**src/wstd_pkg.sv**
```systemverilog
`default_nettype none

package wstd_pkg;

    // Default sizing of the dispatcher
    localparam int WORKER_CNT_DEF  = 8;
    localparam int DEQUE_DEPTH_DEF = 256;

    // Active worker count after reset
    localparam logic [3:0] ACTIVE_RESET = 4'd8;

    // Item kinds
    localparam logic KIND_SUBMIT = 1'b0;
    localparam logic KIND_FETCH  = 1'b1;

    // Result status codes
    localparam logic [1:0] ST_OK    = 2'd0;
    localparam logic [1:0] ST_FULL  = 2'd1;
    localparam logic [1:0] ST_EMPTY = 2'd2;

    // Request item
    typedef struct packed {
        logic        kind;
        logic [2:0]  requester;
        logic [31:0] task_handle;
    } t_in_item;

    // Result item
    typedef struct packed {
        logic [1:0]  status;
        logic [31:0] out_handle;
        logic [31:0] sequence_number;
        logic [2:0]  chosen_worker;
        logic        was_stolen;
    } t_out_item;

endpackage

`default_nettype wire

```
**src/wstd_ptr_table.sv**
```systemverilog
`default_nettype none

// Head/tail pointer table, one entry per worker, one read and one write port.
// Entries never written since reset read as zero.
module wstd_ptr_table #(
    parameter int WORKER_CNT  = wstd_pkg::WORKER_CNT_DEF,
    parameter int DEQUE_DEPTH = wstd_pkg::DEQUE_DEPTH_DEF
) (
    input  wire                                   i_clk,
    input  wire                                   i_rst_n,
    input  wire  [$clog2(WORKER_CNT)-1:0]         i_rd_addr,
    output logic [$clog2(DEQUE_DEPTH):0]          o_rd_head,
    output logic [$clog2(DEQUE_DEPTH):0]          o_rd_tail,
    input  wire                                   i_we,
    input  wire  [$clog2(WORKER_CNT)-1:0]         i_wr_addr,
    input  wire  [$clog2(DEQUE_DEPTH):0]          i_wr_head,
    input  wire  [$clog2(DEQUE_DEPTH):0]          i_wr_tail
);
    import wstd_pkg::*;

    localparam int PW = $clog2(DEQUE_DEPTH) + 1;

    logic [2*PW-1:0]      r_mem [WORKER_CNT];
    logic [WORKER_CNT-1:0] r_vld;
    logic                 r_rd_vld;
    logic [2*PW-1:0]      r_rd_data;

    // Valid bits and registered read valid
    always_ff @(posedge i_clk) begin
        if (!i_rst_n) begin
            r_vld    <= '0;
            r_rd_vld <= 1'b0;
        end else begin
            r_rd_vld <= r_vld[i_rd_addr];
            if (i_we) begin
                r_vld[i_wr_addr] <= 1'b1;
            end
        end
    end

    // Pointer storage
    always_ff @(posedge i_clk) begin
        if (i_we) begin
            r_mem[i_wr_addr] <= {i_wr_head, i_wr_tail};
        end
        r_rd_data <= r_mem[i_rd_addr];
    end

    assign o_rd_head = r_rd_vld ? r_rd_data[2*PW-1:PW] : '0;
    assign o_rd_tail = r_rd_vld ? r_rd_data[PW-1:0]    : '0;

endmodule

`default_nettype wire

```
**config.mk**
```make
export PLATFORM = sky130hd
export DESIGN_NAME = wstd_ptr_table
export DESIGN_NICKNAME = d
export VERILOG_FILES = /design/src/wstd_pkg.sv /design/src/wstd_ptr_table.sv
export SDC_FILE = /design/constraint.sdc
export NUM_CORES = 1
export LEC_CHECK = 0
export ABC_AREA = 1
export BUFFER_PORTS_ARGS = -buffer_cell sky130_fd_sc_hd__buf_2
export CAP_MARGIN = 20
export CORE_ASPECT_RATIO = 0.8
export CORE_MARGIN = 1.5
export CORE_UTILIZATION = 65
export CTS_BUF_LIST = sky130_fd_sc_hd__clkbuf_4 sky130_fd_sc_hd__clkbuf_8
export DETAILED_ROUTE_END_ITERATION = 6
export PLACE_DENSITY_LB_ADDON = 0.2
export SLEW_MARGIN = 30
export SYNTH_ARGS = -nofsm -noshare
export SYNTH_HDL_FRONTEND = slang
export SYNTH_SLANG_ARGS = --single-unit
```
**constraint.sdc**
```tcl
create_clock -name i_clk -period 2.32 [get_ports i_clk]
set_input_delay 0.348 -clock i_clk [delete_from_list [all_inputs] [get_ports i_clk]]
set_output_delay 0.348 -clock i_clk [all_outputs]
set_load 0.02 [all_outputs]
```
==> results summary, run 1 <==
For this run, the number of standard cells in the final layout without fillers is approximately 800. Setup violations remaining at the end of the flow were counted as 0. The clock input transition at the sequential cells of the worst setup and hold paths came out at 0.08 ns. The die covers around 0.011 mm2. The post-route setup TNS is 0 ns.

The critical path start-end classification is flip-flop to primary output. The number of hold violations in the final report came out at 0. The number of cells produced by synthesis came out at 607.

On the worst path, the slowest cell contributes a delay of 0.81 ns. The power per standard cell area is 813 mW/mm2. The post-cts gate resize count came out at 0. The via count of the first global-routing pass was 4,145.

The mapped netlist covers 0.00670 mm2. Setup repair after global routing left no endpoint under its margin. The total count of max-transition violations in the final report came out at 0. The multi-input combinational cells in the finished layout cover a total of roughly 0.0015 mm2. The transition at the pin with the smallest max-transition slack is between 0.7 and 0.8 ns. The highest attainable clock frequency is 0.506 GHz. The final layout contains 681 nets. The latest clock arrival within the worst-skew pair is 0.45 ns. The y dimension of the die came out at 93.8 um. The number of placement rows came out at 32. The routed design could run at a clock period as short as 1.98 ns. The data arrival time of the critical path came out at 1.63 ns. The power after layout came out at 6.06 mW. The longest clock path from root to sink contains 2 buffers. The count of synthesis-stage warnings from yosys came out at 0. For this run, design rule violations remaining after detail routing come to 0. The count of different cell masters after synthesis came out at 17.

The buffers inserted during post-CTS setup optimization is 0. Compared with the post-synthesis result, the final layout area differs by 11.2%. Traced cell by cell, the critical path runs through nand2_1 > inv_1 > buf_2. The H-tree level count came out at 4. The flop and latch count out of synthesis came out at ~170. The arithmetic-cell share of the synthesized area counting full adders, half adders and majority gates came out at 0. In the finished design, the share of the clock period the worst path needs comes to 0.852. The horizontal extent of the die came out at roughly 120 um.

The area of the core came out at 0.00981 mm2. The global routing met1 resource utilization came out at 0.356. The global route total overflow came out at 0.

The post-cts hold buffer count came out at 0. The flow ran to the end, and the final reports show no timing, DRC or antenna violations. The share of the synthesized area in compound gates (AO/OA/AOI/OAI) was 0.0591. The type of the most critical hold path is input pin to flip-flop.

The wire length of the first global-routing pass came out at around 21,000 um. The total clock sinks came out at 171. The antenna violation net count after detailed routing is 0. The pre-antenna-repair detailed-routing pass consisted of 5 iterations.

The placed cell count came out at 771. The post-detailed-route wirelength per cell came out at 16.4 um. Max-cap violations in this run came to 0.

The utilization of the core after routing is 0.759. The worst voltage drop across the vdd grid came out at around 0.80 mV. The antenna diode instance count is 0. Using the TritonRoute via totals, the vias-per-cell ratio works out to approximately 5.3. Across every metal layer, demand over resource in global routing totals 0.270. Final hold analysis gives a worst-case slack of 0.144 ns. The simple-gate portion of the synthesized area came out at 0.161. The root buffer cell chosen for the clock tree is sky130_fd_sc_hd__clkbuf_8. The number of buffers inserted by port buffering came out at 44. STA classifies the critical path startpoint as a flip-flop. The setup skew after layout came out at 0.0134 ns. The headroom to the max-slew limit is 0.507.

The global routing stage identified its most utilized layer as met2. After detailed routing, the total wire length is 13,200 um. The post-synthesis xor/xnor area fraction is 0. The number of nets in the synthesized netlist is 634. The violation count after the first detailed-route iteration came out at 492.

TritonCTS built the clock tree. The number of clock buffers added by TritonCTS is 17. Of the cells placed in the final design, the portion with a size suffix greater than 1 is 0.139. For this design, the slowest cell found on the critical path is sky130_fd_sc_hd__dfxtp_1. The global placer's final weighted congestion is between 0.8 and 0.9. The sequential cell area fraction in the yosys report came out at 0.727.

The overall via count from detail_route is around 4,300. For met3 alone, demand over resource in global routing was 0.0497. The worst setup path is captured at a primary output. The initial core utilization came out at 0.683.

The post-synthesis average cell area is 11.0 um2. For met2 alone, demand over resource in global routing was 0.452. The footprint of the flip-flops and latches is around 0.0049 mm2.

The worst endpoint required time is between 1.5 and 2 ns. The pin count of the biggest net entering global routing came out at 77. The static leakage came out at between 3 and 4 nW. The fill cell instance count of the final layout came out at 644. The multiplexer share of the synthesized area came out at 0. The largest family of logic cells by synthesized area is simple AND/OR/NAND/NOR gates. In this run the worst path has a maximum fanout of 18. The number of antenna violations at the first check in global routing came out at 0. The sum of net half-perimeters after detailed placement is approximately 7000 um. For this design the top-level I/O count stands at 45.
==> flip-flops by register name (all words and copies together), names as in the netlist <==
register,flops
r_mem,144
r_vld,8
r_rd_vld,1
r_rd_data,18
==> synth_stat cells <==
master,n,area (um2)
sky130_fd_sc_hd__nand2_1,128,480
sky130_fd_sc_hd__buf_4,3,22.5
sky130_fd_sc_hd__edfxtp_1,144,4320
sky130_fd_sc_hd__clkbuf_1,6,22.5
sky130_fd_sc_hd__clkinv_1,1,3.75
sky130_fd_sc_hd__a21oi_1,7,35.0
sky130_fd_sc_hd__inv_4,1,6.26
sky130_fd_sc_hd__nor2_1,152,571
sky130_fd_sc_hd__o21ai_0,18,90.1
sky130_fd_sc_hd__buf_1,1,3.75
sky130_fd_sc_hd__dfxtp_1,27,541
sky130_fd_sc_hd__o21ai_1,54,270
sky130_fd_sc_hd__nand3_1,5,25.0
sky130_fd_sc_hd__buf_2,12,60.1
sky130_fd_sc_hd__buf_6,8,90.1
sky130_fd_sc_hd__inv_2,1,3.75
sky130_fd_sc_hd__inv_1,39,146
==> cell usage in the layout (no fill, tap or decap) <==
cell type and instances:
sky130_fd_sc_hd__buf_4 11, sky130_fd_sc_hd__clkinv_1 1, sky130_fd_sc_hd__dfxtp_1 27, sky130_fd_sc_hd__clkinv_2 2, sky130_fd_sc_hd__inv_6 4, sky130_fd_sc_hd__buf_2 44
sky130_fd_sc_hd__inv_1 39, sky130_fd_sc_hd__o21ai_1 54, sky130_fd_sc_hd__a21oi_1 7, sky130_fd_sc_hd__o21ai_0 18, sky130_fd_sc_hd__nand3_1 5, sky130_fd_sc_hd__nand2_1 128
sky130_fd_sc_hd__nor2_2 1, sky130_fd_sc_hd__bufinv_16 3, sky130_fd_sc_hd__clkbuf_8 17, sky130_fd_sc_hd__nor2_1 151, sky130_fd_sc_hd__clkbuf_4 2, sky130_fd_sc_hd__inv_4 1
sky130_fd_sc_hd__buf_12 3, sky130_fd_sc_hd__clkinvlp_4 4, sky130_fd_sc_hd__edfxtp_1 144, sky130_fd_sc_hd__inv_2 1
==> layout make-up <==
cell class | count | share of cell area
flip-flops and latches | 171 | 0.653
multi-input cells | 364 | 0.198
repair buffers | 58 | 0.0487
clock buffers | 19 | 0.0334
well taps | 136 | 0.0229
clock inverters | 13 | 0.0222
inverters | 42 | 0.0215
==> layer usage <==
metal	routed length (um)	share of wire
met2	6630	0.50
met1	5470	0.42
met4	163	0.012
met3	879	0.067
met5	0	0
==> through the flow <==
step	cell area [um2]	setup WS [ns]
floorplan	6700	0.697
CTS	7450	0.296
finish	7450	0.343
global route	7450	0.157
detailed placement	7030	0.791
global placement	7030	0.830
==> critical path, delay by kind of cell, from the launching register on <==
kind / cells / cell delay [ns]
and+or+nand+nor: 1 / 0.13
DFF: 1 / 0.81
buffers and inverters: 2 / 0.24
==> cell families (layout without fill, tap and decap cells) <==
family                 after synthesis  count (layout)
AOI/OAI and AO/OA                   79              79
buffers and inverters               72             132
DFF                                171             171
and+or+nand+nor                    285             285
==> worst paths after layout <==
path                from      endpoint  slack [ns]  cells after the start
max             r_rd_vld  o_rd_head[0]        0.34                      3
min              i_rst_n      r_rd_vld        0.14                      3
max reg2reg  r_mem[4][7]  r_rd_data[7]        1.31                      6
min reg2reg     r_vld[3]      r_vld[3]        0.46                      2
==> power by group <==
group	total, mW	internal, mW	switching (mW)
Combinational	0.420	0.132	0.288
Sequential	3.49	3.45	0.0384
Clock	2.15	1.10	1.05
Total	6.06	4.68	1.38
Note: power is estimated with default switching activity, not from simulation.
==> run 2: changes to the inputs <==
- CORE_UTILIZATION: 65 -> 62
- SLEW_MARGIN: 30 -> unset
- clock period: 2.32 -> 2.1 ns (I/O delays scaled with it)
==> run 2 against run 1 <==
Register-to-register slack got worse by 0.16 ns. Total power rose by 5.2%. Sequential share of layout area rose by 0.42 points. Clock skew barely moved. Via count rose by 2.0%. Largest cell class unchanged. Largest power group unchanged.
==> results summary, run 2 (synthesis results as in run 1) <==
The run finished with clean final reports. The routed design uses 6420 um of met2 wire. The buffering stage count on the worst path with inverters included is 3. The sum of net half-perimeters after detailed placement is between 7000 and 8000 um. The number of buffers inserted by port buffering came out at 44. Setup violations remaining at the end of the flow were counted as 0.

Dividing the detail-routed wire length by the instance count gives 16.0 um. The violation count after the first detailed-route iteration came out at approximately 290. Leaving out fill and tap cells, the most frequent cell in the layout is sky130_fd_sc_hd__nor2_1. The sum of routed wire segments on met1 is 5510 um. The horizontal extent of the die is 119 um.

The finished cells cover 0.00740 mm2. Summed over all cells, the static leakage comes to 3.03 nW. The delay of the slowest cell on the worst path is 0.55 ns. The global placer's final weighted congestion came out at 0.815. The clock net in this run drives a total of roughly 170 sinks. The via count of the first global-routing pass is roughly 4,200. The initial core utilization is 0.646. r_mem holds more flip-flops than any other register. The clock period could shrink to between 1.5 and 2 ns.

The pin count of the biggest net entering global routing is 49. The latest clock arrival within the worst-skew pair came out at 0.45 ns. The top routing layer in use is met4.

The antenna violation net count after detailed routing came out at 0. The worst setup path is of the flip-flop to primary output kind. The H-tree level count came out at 4. The register with the most flip-flops in the layout has 144 of them. The area of the core is between 0.01 and 0.015 mm2. Dividing the detail-routed via count by the number of cells gives 5.36. The non-filler instance count after layout is between 800 and 900.

At the worst endpoint, the arrival time is around 1.6 ns. The number of design rule violations left after detail routing came out at 0. The detailed route wirelength on metal3 came out at 759 um. The worst endpoint required time came out at between 1.5 and 2 ns. Relative to the synthesized area, the layout overhead comes to 10.5%.

STA classifies the critical path endpoint as a primary output. Dividing total power by cell area gives a power density of 861 mW/mm2. STA classifies the critical path startpoint as a flip-flop.

Along the worst path, the maximum fanout reaches 10. The number of antenna violations at the first check in global routing came out at 0. For this run, the post-layout net count is 683. The post-cts hold buffer count is 0.

The number of placement rows came out at 33. The routed wire length is 12,900 um. The number of hold violations in the final report came to 0.

The placed cell count is between 700 and 800. The overall via count from detail_route is 4,336. The worst voltage drop across the vdd grid is 0.609 mV. The total count of max-transition violations in the final report is 0.

Measured on the finished design, the core utilization comes to 0.714. The clock input transition at the sequential cells of the worst setup and hold paths came out at 0.09 ns. In the layout the commonest cells are 151 x sky130_fd_sc_hd__nor2_1, 144 x sky130_fd_sc_hd__edfxtp_1, 128 x sky130_fd_sc_hd__nand2_1, 54 x sky130_fd_sc_hd__o21ai_1, 44 x sky130_fd_sc_hd__buf_2. The tree is rooted in a sky130_fd_sc_hd__clkbuf_8. The wire length of the first global-routing pass is 20,500 um. The signal on the critical path passes through buf_4 > nand2_1 > inv_1 > buf_2.

TritonCTS built the clock tree. The highest attainable clock frequency is roughly 0.53 GHz. The largest registers in the layout are r_mem x144, r_rd_data x18, r_vld x8. The global route total overflow came out at 0.

Power comes to around 6.4 mW. The overall die area came out at around 0.011 mm2. The final worst-path cycle share is 0.900. The post-route setup TNS came out at 0 ns.

The combined global-route utilization of all metal layers came out at 0.245. The number of buffers inserted during clock tree synthesis is 17. The antenna diode instance count came out at 0.

The cell with the largest stage delay on the worst path is sky130_fd_sc_hd__dfxtp_1. The post-cts gate resize count is 0. The cell type group with the largest total delay on the critical path is flip-flops. Setup repair after global routing left no endpoint under its margin. The first-pass detailed-route iteration total came out at 5. Headroom to the max-slew limit came out at 0.580. The transition at the pin with the smallest max-transition slack came out at ~0.63 ns. The y dimension of the die is 95.9 um. The worst hold path belongs to the class input pin to flip-flop.

The count of max-cap constraint violations is 0. The setup skew after layout is ~0.014 ns. The share of post-route cells with drive strength above 1 came out at 0.142. The buffer depth of the longest clock path came out at 2. Post-CTS timing repair inserted 0 buffers for setup.

The area after detailed placement is 0.00704 mm2. The count of pins on the block boundary is 45.
run 2: cell count changes in the layout (fill, tap and decap cells not counted):
cell	change
sky130_fd_sc_hd__bufinv_16	-3
sky130_fd_sc_hd__buf_12	-1
sky130_fd_sc_hd__clkinv_2	-1
sky130_fd_sc_hd__clkbuf_4	-2
sky130_fd_sc_hd__clkinvlp_4	+2
sky130_fd_sc_hd__clkbuf_8	+1
sky130_fd_sc_hd__buf_4	+3
sky130_fd_sc_hd__clkinv_4	+1
sky130_fd_sc_hd__inv_6	+2
run 2: path summary, 6_finish.rpt:
path / slack, ns / end / start / cells after the start
max: 0.21 / o_rd_tail[2] / r_rd_vld / 4
max reg2reg: 1.15 / r_rd_data[11] / r_mem[4][11] / 6
min: 0.10 / r_rd_vld / i_rst_n / 3
min reg2reg: 0.48 / r_vld[5] / r_vld[5] / 2
run 2: through the flow:
stage,hold slack [ns],setup slack [ns]
5_1_grt,0.0994,0.151
3_3_place_gp,0.446,0.673
2_1_floorplan,0.414,0.510
6_report,0.102,0.210
3_5_place_dp,0.451,0.661
4_1_cts,0.0777,0.197
run 2: final cells by class:
type                    count  area, um2
clock buffers              18        248
clock inverters            14        111
fillers                   731       2970
inverters                  42        160
multi-input cells         364       1470
flip-flops and latches    171       4860
well taps                 140        175
repair buffers             60        365
run 2: worst min-delay path, delay by kind of cell:
kind          cells  cell delay [ns]
buf+inv           1             0.11
simple gates      2             0.09
run 2: where the power goes:
group          switching (mW)  leakage (nW)  internal (mW)
clock                    1.19         0.166          0.868
sequential             0.0369          1.53           3.81
combinational           0.321          1.33          0.146
total                    1.55          3.03           4.82
run 2: per-layer routing:
metal,GRT usage,vias to the layer above
met5,0,-
met4,0.116,0
met3,0.0509,22
met2,0.426,144
met1,0.300,2073
li1,-,2097
