<file path="config.mk">
export PLATFORM = sky130hd
export DESIGN_NAME = wstd_seq
export DESIGN_NICKNAME = d
export VERILOG_FILES = /design/src/wstd_pkg.sv /design/src/wstd_seq.sv
export SDC_FILE = /design/constraint.sdc
export NUM_CORES = 1
export LEC_CHECK = 0
export BUFFER_PORTS_ARGS = -buffer_cell sky130_fd_sc_hd__clkbuf_2
export CAP_MARGIN = 20
export CELL_PAD_IN_SITES_DETAIL_PLACEMENT = 1
export CELL_PAD_IN_SITES_GLOBAL_PLACEMENT = 2
export CORE_MARGIN = 4
export CORE_UTILIZATION = 30
export DETAILED_ROUTE_END_ITERATION = 8
export GPL_ROUTABILITY_DRIVEN = 1
export HOLD_SLACK_MARGIN = 0.08
export PLACE_DENSITY = 0.82
export SYNTH_ARGS = -nofsm -noshare
export SYNTH_HDL_FRONTEND = slang
export SYNTH_SLANG_ARGS = --single-unit
</file>
<file path="constraint.sdc">
create_clock -name i_clk -period 3.7 [get_ports i_clk]
set_input_delay 0.37 -clock i_clk [delete_from_list [all_inputs] [get_ports i_clk]]
set_output_delay 0.37 -clock i_clk [all_outputs]
set_load 0.01 [all_outputs]
</file>
<file path="src/wstd_pkg.sv">
`default_nettype none

package wstd_pkg;

    // Default sizing of the dispatcher
    localparam int WORKER_CNT_DEF  = 8;
    localparam int DEQUE_DEPTH_DEF = 256;

    // Active worker count after reset
    localparam logic [3:0] ACTIVE_RESET = 4'd8;

    // Item kinds
    localparam logic KIND_SUBMIT = 1'b0;
    localparam logic KIND_FETCH  = 1'b1;

    // Result status codes
    localparam logic [1:0] ST_OK    = 2'd0;
    localparam logic [1:0] ST_FULL  = 2'd1;
    localparam logic [1:0] ST_EMPTY = 2'd2;

    // Request item
    typedef struct packed {
        logic        kind;
        logic [2:0]  requester;
        logic [31:0] task_handle;
    } t_in_item;

    // Result item
    typedef struct packed {
        logic [1:0]  status;
        logic [31:0] out_handle;
        logic [31:0] sequence_number;
        logic [2:0]  chosen_worker;
        logic        was_stolen;
    } t_out_item;

endpackage

`default_nettype wire

</file>
<file path="src/wstd_seq.sv">
`default_nettype none

// Dispatch sequencer: checks a fetch's own deque first, else walks the pointer table
// one worker per cycle through a shared load/compare unit, then updates pointers and writes or reads the task store.
module wstd_seq #(
    parameter int WORKER_CNT  = wstd_pkg::WORKER_CNT_DEF,
    parameter int DEQUE_DEPTH = wstd_pkg::DEQUE_DEPTH_DEF
) (
    input  wire                                               i_clk,
    input  wire                                               i_rst_n,
    input  wire  [$clog2(WORKER_CNT+1)-1:0]                   i_act,
    input  wire                                               i_in_valid,
    output logic                                              o_in_stall,
    input  wire  wstd_pkg::t_in_item                          i_in_item,
    output logic                                              o_res_vld,
    input  wire                                               i_res_take,
    output wstd_pkg::t_out_item                               o_res,
    output logic [$clog2(WORKER_CNT)-1:0]                     o_ptr_rd_addr,
    input  wire  [$clog2(DEQUE_DEPTH):0]                      i_ptr_rd_head,
    input  wire  [$clog2(DEQUE_DEPTH):0]                      i_ptr_rd_tail,
    output logic                                              o_ptr_we,
    output logic [$clog2(WORKER_CNT)-1:0]                     o_ptr_wr_addr,
    output logic [$clog2(DEQUE_DEPTH):0]                      o_ptr_wr_head,
    output logic [$clog2(DEQUE_DEPTH):0]                      o_ptr_wr_tail,
    output logic                                              o_ram_we,
    output logic [$clog2(WORKER_CNT)+$clog2(DEQUE_DEPTH)-1:0] o_ram_wr_addr,
    output logic [31:0]                                       o_ram_wr_data,
    output logic                                              o_ram_rd_en,
    output logic [$clog2(WORKER_CNT)+$clog2(DEQUE_DEPTH)-1:0] o_ram_rd_addr,
    input  wire  [31:0]                                       i_ram_rd_data
);
    import wstd_pkg::*;

    localparam int WW = $clog2(WORKER_CNT);
    localparam int AW = $clog2(WORKER_CNT + 1);
    localparam int DW = $clog2(DEQUE_DEPTH);
    localparam int PW = DW + 1;
    localparam logic [PW:0] SPAN_X  = (PW+1)'(2 * DEQUE_DEPTH);
    localparam logic [PW:0] DEPTH_X = (PW+1)'(DEQUE_DEPTH);

    localparam logic [2:0] S_IDLE    = 3'd0;
    localparam logic [2:0] S_OWN_CHK = 3'd1;
    localparam logic [2:0] S_SCAN    = 3'd2;
    localparam logic [2:0] S_APPLY   = 3'd3;
    localparam logic [2:0] S_WAIT    = 3'd4;
    localparam logic [2:0] S_DONE    = 3'd5;

    // Pointer arithmetic, indexes run modulo twice the depth
    function automatic logic [PW-1:0] f_load(input logic [PW-1:0] h, input logic [PW-1:0] t);
        logic [PW:0] d;
        d = {1'b0, t} - {1'b0, h};
        if (d[PW]) begin
            d = d + SPAN_X;
        end
        return d[PW-1:0];
    endfunction

    function automatic logic [PW-1:0] f_inc(input logic [PW-1:0] x);
        logic [PW:0] n;
        n = {1'b0, x} + (PW+1)'(1);
        if (n == SPAN_X) begin
            n = '0;
        end
        return n[PW-1:0];
    endfunction

    function automatic logic [PW-1:0] f_dec(input logic [PW-1:0] x);
        logic [PW:0] n;
        if (x == '0) begin
            n = SPAN_X - (PW+1)'(1);
        end else begin
            n = {1'b0, x} - (PW+1)'(1);
        end
        return n[PW-1:0];
    endfunction

    function automatic logic [DW-1:0] f_slot(input logic [PW-1:0] x);
        logic [PW:0] n;
        n = {1'b0, x};
        if (n >= DEPTH_X) begin
            n = n - DEPTH_X;
        end
        return n[DW-1:0];
    endfunction

    logic [2:0]      r_state, n_state;
    logic            r_kind, n_kind;
    logic [2:0]      r_req, n_req;
    logic [31:0]     r_handle, n_handle;
    logic [31:0]     r_seq, n_seq;
    logic [AW-1:0]   r_idx, n_idx;
    logic            r_chk_vld, n_chk_vld;
    logic [WW-1:0]   r_chk_idx, n_chk_idx;
    logic            r_found, n_found;
    logic [PW-1:0]   r_min, n_min;
    logic [WW-1:0]   r_best, n_best;
    logic [PW-1:0]   r_bhead, n_bhead;
    logic [PW-1:0]   r_btail, n_btail;
    t_out_item       r_res, n_res;

    logic            accept;
    logic            issuing;
    logic [PW-1:0]   cur_load;
    logic [WW-1:0]   own_idx;
    logic [PW-1:0]   steal_tail;

    assign o_in_stall = (r_state != S_IDLE);
    assign accept     = i_in_valid && !o_in_stall;
    assign issuing    = (r_state == S_SCAN) && (r_idx < i_act) && !r_found;
    assign cur_load   = f_load(i_ptr_rd_head, i_ptr_rd_tail);
    assign own_idx    = WW'(r_req);
    assign steal_tail = f_dec(r_btail);

    // Pointer read address: requester at accept, scan index while scanning, own deque otherwise
    always_comb begin
        if (r_state == S_IDLE) begin
            o_ptr_rd_addr = WW'(i_in_item.requester);
        end else if (r_state == S_SCAN) begin
            o_ptr_rd_addr = r_idx[WW-1:0];
        end else begin
            o_ptr_rd_addr = own_idx;
        end
    end

    // Sequencer
    always_comb begin
        n_state   = r_state;
        n_kind    = r_kind;
        n_req     = r_req;
        n_handle  = r_handle;
        n_seq     = r_seq;
        n_idx     = r_idx;
        n_chk_vld = r_chk_vld;
        n_chk_idx = r_chk_idx;
        n_found   = r_found;
        n_min     = r_min;
        n_best    = r_best;
        n_bhead   = r_bhead;
        n_btail   = r_btail;
        n_res     = r_res;

        o_ptr_we      = 1'b0;
        o_ptr_wr_addr = r_best;
        o_ptr_wr_head = r_bhead;
        o_ptr_wr_tail = r_btail;
        o_ram_we      = 1'b0;
        o_ram_wr_addr = {r_best, f_slot(r_btail)};
        o_ram_wr_data = r_handle;
        o_ram_rd_en   = 1'b0;
        o_ram_rd_addr = {r_best, f_slot(steal_tail)};

        unique case (r_state)
            S_IDLE: begin
                if (accept) begin
                    n_kind        = i_in_item.kind;
                    n_req         = i_in_item.requester;
                    n_handle      = i_in_item.task_handle;
                    n_idx         = '0;
                    n_chk_vld     = 1'b0;
                    n_found       = 1'b0;
                    n_res         = '0;
                    n_res.status  = ST_EMPTY;
                    if (i_in_item.kind == KIND_SUBMIT) begin
                        n_seq                 = r_seq + 32'd1;
                        n_res.sequence_number = r_seq + 32'd1;
                        n_state               = S_SCAN;
                    end else if (32'(i_in_item.requester) < 32'(WORKER_CNT)) begin
                        n_state = S_OWN_CHK;
                    end else begin
                        n_state = S_SCAN;
                    end
                end
            end

            // Pop the head of the requester's own deque if it holds anything
            S_OWN_CHK: begin
                if (cur_load != '0) begin
                    o_ptr_we            = 1'b1;
                    o_ptr_wr_addr       = own_idx;
                    o_ptr_wr_head       = f_inc(i_ptr_rd_head);
                    o_ptr_wr_tail       = i_ptr_rd_tail;
                    o_ram_rd_en         = 1'b1;
                    o_ram_rd_addr       = {own_idx, f_slot(i_ptr_rd_head)};
                    n_res.status        = ST_OK;
                    n_res.chosen_worker = 3'(own_idx);
                    n_state             = S_WAIT;
                end else begin
                    n_state = S_SCAN;
                end
            end

            // One worker per cycle: least load for submit, first victim for fetch
            S_SCAN: begin
                n_chk_vld = issuing;
                n_chk_idx = r_idx[WW-1:0];
                if (issuing) begin
                    n_idx = r_idx + AW'(1);
                end
                if (r_chk_vld) begin
                    if (r_kind == KIND_SUBMIT) begin
                        if (r_chk_idx == '0 || cur_load < r_min) begin
                            n_min   = cur_load;
                            n_best  = r_chk_idx;
                            n_bhead = i_ptr_rd_head;
                            n_btail = i_ptr_rd_tail;
                        end
                    end else if (!r_found && (32'(r_chk_idx) != 32'(r_req))
                                 && cur_load != '0) begin
                        n_found = 1'b1;
                        n_best  = r_chk_idx;
                        n_bhead = i_ptr_rd_head;
                        n_btail = i_ptr_rd_tail;
                    end
                end
                if (r_found || (!issuing && !r_chk_vld)) begin
                    n_state = S_APPLY;
                end
            end

            S_APPLY: begin
                if (r_kind == KIND_SUBMIT) begin
                    n_res.chosen_worker = 3'(r_best);
                    n_state             = S_DONE;
                    if ({1'b0, r_min} >= DEPTH_X) begin
                        n_res.status = ST_FULL;
                    end else begin
                        o_ram_we      = 1'b1;
                        o_ptr_we      = 1'b1;
                        o_ptr_wr_tail = f_inc(r_btail);
                        n_res.status  = ST_OK;
                    end
                end else if (r_found) begin
                    // Steal from the victim's tail
                    o_ptr_we            = 1'b1;
                    o_ptr_wr_tail       = steal_tail;
                    o_ram_rd_en         = 1'b1;
                    n_res.status        = ST_OK;
                    n_res.chosen_worker = 3'(r_best);
                    n_res.was_stolen    = 1'b1;
                    n_state             = S_WAIT;
                end else begin
                    n_state = S_DONE;
                end
            end

            S_WAIT: begin
                n_res.out_handle = i_ram_rd_data;
                n_state          = S_DONE;
            end

            S_DONE: begin
                if (i_res_take) begin
                    n_state = S_IDLE;
                end
            end

            default: begin
                n_state = S_IDLE;
            end
        endcase
    end

    // Control registers
    always_ff @(posedge i_clk) begin
        if (!i_rst_n) begin
            r_state   <= S_IDLE;
            r_seq     <= '0;
            r_chk_vld <= 1'b0;
            r_found   <= 1'b0;
        end else begin
            r_state   <= n_state;
            r_seq     <= n_seq;
            r_chk_vld <= n_chk_vld;
            r_found   <= n_found;
        end
    end

    // Working registers
    always_ff @(posedge i_clk) begin
        r_kind    <= n_kind;
        r_req     <= n_req;
        r_handle  <= n_handle;
        r_idx     <= n_idx;
        r_chk_idx <= n_chk_idx;
        r_min     <= n_min;
        r_best    <= n_best;
        r_bhead   <= n_bhead;
        r_btail   <= n_btail;
        r_res     <= n_res;
    end

    assign o_res_vld = (r_state == S_DONE);
    assign o_res     = r_res;

`ifndef SYNTH
    // An accepted item keeps the block busy on the next cycle
    a_busy_after_accept: assert property (@(posedge i_clk) disable iff (!i_rst_n)
        accept |=> o_in_stall)
        else $error("accepted item did not make the dispatcher busy");

    // A rejected submit touches neither pointers nor the task store
    a_full_no_write: assert property (@(posedge i_clk) disable iff (!i_rst_n)
        (r_state == S_APPLY && r_kind == KIND_SUBMIT && {1'b0, r_min} >= DEPTH_X)
        |-> (!o_ptr_we && !o_ram_we))
        else $error("full submit wrote state");

    // A steal never names the requester itself
    a_steal_other: assert property (@(posedge i_clk) disable iff (!i_rst_n)
        (o_res_vld && r_res.was_stolen) |-> (32'(r_best) != 32'(r_req)))
        else $error("steal took from the requester's own deque");

    // Scan index stays within the active worker count
    a_scan_bound: assert property (@(posedge i_clk) disable iff (!i_rst_n)
        (r_state == S_SCAN) |-> (r_idx <= i_act))
        else $error("scan index ran past the active count");

    // Sequence counter steps by one on each submit
    a_seq_step: assert property (@(posedge i_clk) disable iff (!i_rst_n)
        (accept && i_in_item.kind == KIND_SUBMIT) |=> (r_seq == $past(r_seq) + 32'd1))
        else $error("sequence counter did not advance on submit");
`endif

endmodule

`default_nettype wire

</file>
==> results.sh <==
export IMPL_p_seq_share_pct=44.8
export IMPL_syn_nets=951
export IMPL_synth_edf_count=143
export IMPL_critPathLaunch="i_ptr_rd_tail[0]"
export IMPL_yosysSeqAreaShare_pct=54.5
export IMPL_p_leak_uw=0.00489
export IMPL_yosys_warnings=0
export IMPL_synthToLayoutAreaGrowth_pct=25.0
export IMPL_place_ws_ps=-80.3
export IMPL_skew_ps=14.6
export IMPL_syn_cell_area_um2=9240
export IMPL_drc=0
export IMPL_multiInputGateArea_um2=3820
export IMPL_viasPerCell=4.85
export IMPL_cts_max_level=4
export IMPL_clkSinkCount=180
export IMPL_critical_path_required_ps=3330
export IMPL_finalPower_uw=6170
export IMPL_yosys_most_used_dff="edfxtp_1"
export IMPL_antenna_found_initial=2
export IMPL_swShare_pct=33.2
export IMPL_drtIter0Drc=477
export IMPL_worstPathMaxFanout=21
export IMPL_synth_async_reset_ratio_pct=0
export IMPL_die_y_um=183
export IMPL_setup_ws_ps=142
export IMPL_gp_congestion=0.832
export IMPL_hold_viol_final=0
export IMPL_power_frac_clock_pct=29.3
export IMPL_drv_slew=0
export IMPL_avgSynthCellArea_um2=11.1
export IMPL_wirelength_um=26800
export IMPL_worstSetupEndpointType="output port"
export IMPL_ioPinCount=247
export IMPL_setup_violations=0
export IMPL_final_util_pct=38.4
export IMPL_io_buffers=246
export IMPL_grt_util_met1_pct=20.9
export IMPL_drive_gt1_share_pct=31.9
export IMPL_cts_tree="done"
export IMPL_ys_ff_latch=180
export IMPL_ant_nets=0
export IMPL_arrival_ps=3190
export IMPL_irDropWorstVdd_mv=0.371
export IMPL_place_area_um2=10900
export IMPL_internal_power_uw=4120
export IMPL_rsz0062_at_grt="yes"
export IMPL_grt_overflow=0
export IMPL_rr_startpoint="r_state[1]"
export IMPL_wl_per_cell_um=18.2
export IMPL_hp_class="input pin to flip-flop"
export IMPL_postCtsSetupBuffers=0
export IMPL_die_area_um2=33700
export IMPL_worst_pin_slew_ps=858
export IMPL_period_share_pct=96.2
export IMPL_cts_root_buf="clkbuf_16"
export IMPL_postLayoutCellArea_um2=11500
export IMPL_design_core_area_um2=30000
export IMPL_reg2reg_slack_ps=1020
export IMPL_fillerInstances=3377
export IMPL_grt_usage_pct=15.8
export IMPL_grt_pass1_vias=7447
export IMPL_max_cap_viol_count=0
export IMPL_fin_hold_ws_ps=96.7
export IMPL_use_met2_pct=25.7
export IMPL_seqCellArea_um2=5030
export IMPL_grt_pass1_wl_um=42000
export IMPL_start_kind="input pin"
export IMPL_busiest_layer="met2"
export IMPL_fmaxAchievable_mhz=281
export IMPL_slew_headroom_pct=42.7
export IMPL_cts_max_path_buffers=2
export IMPL_vias=7133
export IMPL_rows=63
export IMPL_grt_use_met3_pct=4.53
export IMPL_p_switching_uw=2050
export IMPL_synth_distinct_cells=67
export IMPL_grt_start_max_net_pins=56
export IMPL_clkTransAtPathRegs_ps=80
export IMPL_p_per_area_nw_per_um2=534
export IMPL_dp_hpwl_um=20100
export IMPL_start_util_pct=30.8
export IMPL_endpoint="o_ram_rd_addr[5]"
export IMPL_min_period_ps=3560
export IMPL_reg2reg_to="r_btail[3]"
export IMPL_critPathKind="input pin to output port"
export IMPL_drt_pass1_iterations=5
export IMPL_syn_instance_count=832
export IMPL_status="complete, no violations"
export IMPL_clkLatencyLatePin_ps=440
export IMPL_combPwrFrac_pct=25.9
export IMPL_dieWidth_um=183
export IMPL_reg2regPathDepth=7
export IMPL_cts_buffers=17
export IMPL_fin_nets=1187
-- metal layers --
metal | wire length (um) | up-vias
li1 | - | 3423
met1 | 11800 | 3444
met2 | 12800 | 242
met3 | 1950 | 22
met4 | 281 | 2
met5 | 11 | -
-- worst max-delay path: stages --
cell      delay, ps
clkbuf_2        100
inv_1            80
ha_4            150
fa_2            200
nand2b_4        130
a21boi_2         60
or3_1           320
a2111o_1        420
or4b_1          460
buf_4           180
nand2_8         210
mux2_1          360
clkbuf_2        130
-- worst min path at each step --
stage / start / end / slack (ps) / cells past startpoint
after global placement: r_seq[31] / r_seq[31] / 490 / 2
after detailed placement: r_chk_idx[1] / r_best[1] / 490 / 0
final: i_in_item[12] / o_ram_wr_data[12] / 100 / 1
after floorplan: i_in_item[0] / o_ram_wr_data[0] / 470 / 0
after CTS: i_in_item[9] / o_ram_wr_data[9] / 80 / 1
after global routing: i_in_item[9] / o_ram_wr_data[9] / 80 / 1
-- power groups by stage --
stage / combinational (uW) / sequential, uW / clock [uW]
6_report: 1600 / 2770 / 1810
2_1_floorplan: 792 / 2900 / 0
4_1_cts: 1630 / 2780 / 1870
3_5_place_dp: 1610 / 2820 / 0
5_1_grt: 1760 / 2810 / 1960
3_3_place_gp: 1590 / 2810 / 0
-- state kept, by name, summed over array words and instances (netlist names), 3 cells and up --
register and count:
o_ram_wr_data 32, o_res 70, own_idx 3, r_best 3
r_bhead 9, r_btail 9, r_chk_idx 3, r_idx 4
r_min 9, r_seq 32, r_state 3
-- area by class of cell --
cell class,count,area share (%)
Multi-Input combinational cell,556,33.1
Antenna cell,1,0.0217
Tap cell,390,4.23
Clock buffer,17,3.68
Clock inverter,15,1.37
Sequential cell,180,43.6
Inverter,39,1.27
Timing Repair Buffer,274,12.8
-- logic make-up (layout without fill, tap and decap cells) --
logic type | after synthesis | after routing | synth area share [%]
buffers and inverters | 96 | 345 | 4.92
AND/OR/NAND/NOR | 311 | 311 | 17.8
adder cells (fa/ha/maj) | 25 | 25 | 3.47
XOR/XNOR | 71 | 71 | 6.73
multiplexers | 36 | 36 | 4.55
AO/OA/AOI/OAI | 113 | 113 | 8.02
other | 0 | 1 | 0
flip-flops | 180 | 180 | 54.5
-- Yosys cell counts, types with 24 or more instances --
cell	count	share of area (%)
nand3_1	26	1.4
a21oi_1	31	1.7
ha_1	24	3.3
dfxtp_1	37	8.0
nand2_1	59	2.4
o21ai_0	31	1.7
inv_1	39	1.6
and2_1	35	2.4
clkbuf_1	40	1.6
xor2_1	29	2.7
xnor2_1	42	4.0
nor2_1	64	2.6
and3_1	43	2.9
edfxtp_1	143	46
-- timing repair --
item                                    in CTS  in global routing
resized for setup                            5                 13
hold buffers                                 0                  1
endpoints found under the setup margin      15                 34
hold endpoints to repair                     0                  1
pin swaps                                    2                  3
-- stage by stage --
stage,TNS [ps],cells
after floorplan,0,832
after global placement,0,1438
after detailed placement,-483,1438
after CTS,0,1470
after global routing,-13.1,1471
final,0,1472
-- cells in the final DEF, fill, tap and decap left out, types with 3 or more instances in the layout --
| cell type | n |
|---|---|
| clkbuf_16 | 17 |
| a22oi_1 | 3 |
| mux2i_1 | 18 |
| ha_2 | 4 |
| buf_4 | 24 |
| ha_1 | 19 |
| nand2_1 | 59 |
| inv_6 | 4 |
| nand4b_1 | 4 |
| nor3b_1 | 4 |
| nor2b_1 | 8 |
| clkbuf_2 | 245 |
| a21o_1 | 3 |
| inv_8 | 5 |
| and3_1 | 43 |
| xor2_1 | 29 |
| a21boi_0 | 9 |
| nand3b_1 | 3 |
| mux2_4 | 14 |
| o211ai_1 | 9 |
| nor2_1 | 63 |
| xnor2_1 | 42 |
| nand4_1 | 13 |
| dfxtp_1 | 37 |
| or2_2 | 3 |
| and2_1 | 35 |
| edfxtp_1 | 143 |
| or3_1 | 15 |
| nand2b_1 | 9 |
| a21oi_1 | 30 |
| nor3_1 | 13 |
| clkinv_4 | 3 |
| a31oi_1 | 3 |
| o21ai_0 | 30 |
| nor4_1 | 3 |
| inv_1 | 38 |
| nand3_1 | 26 |
Power figures use the tool's default switching activity.
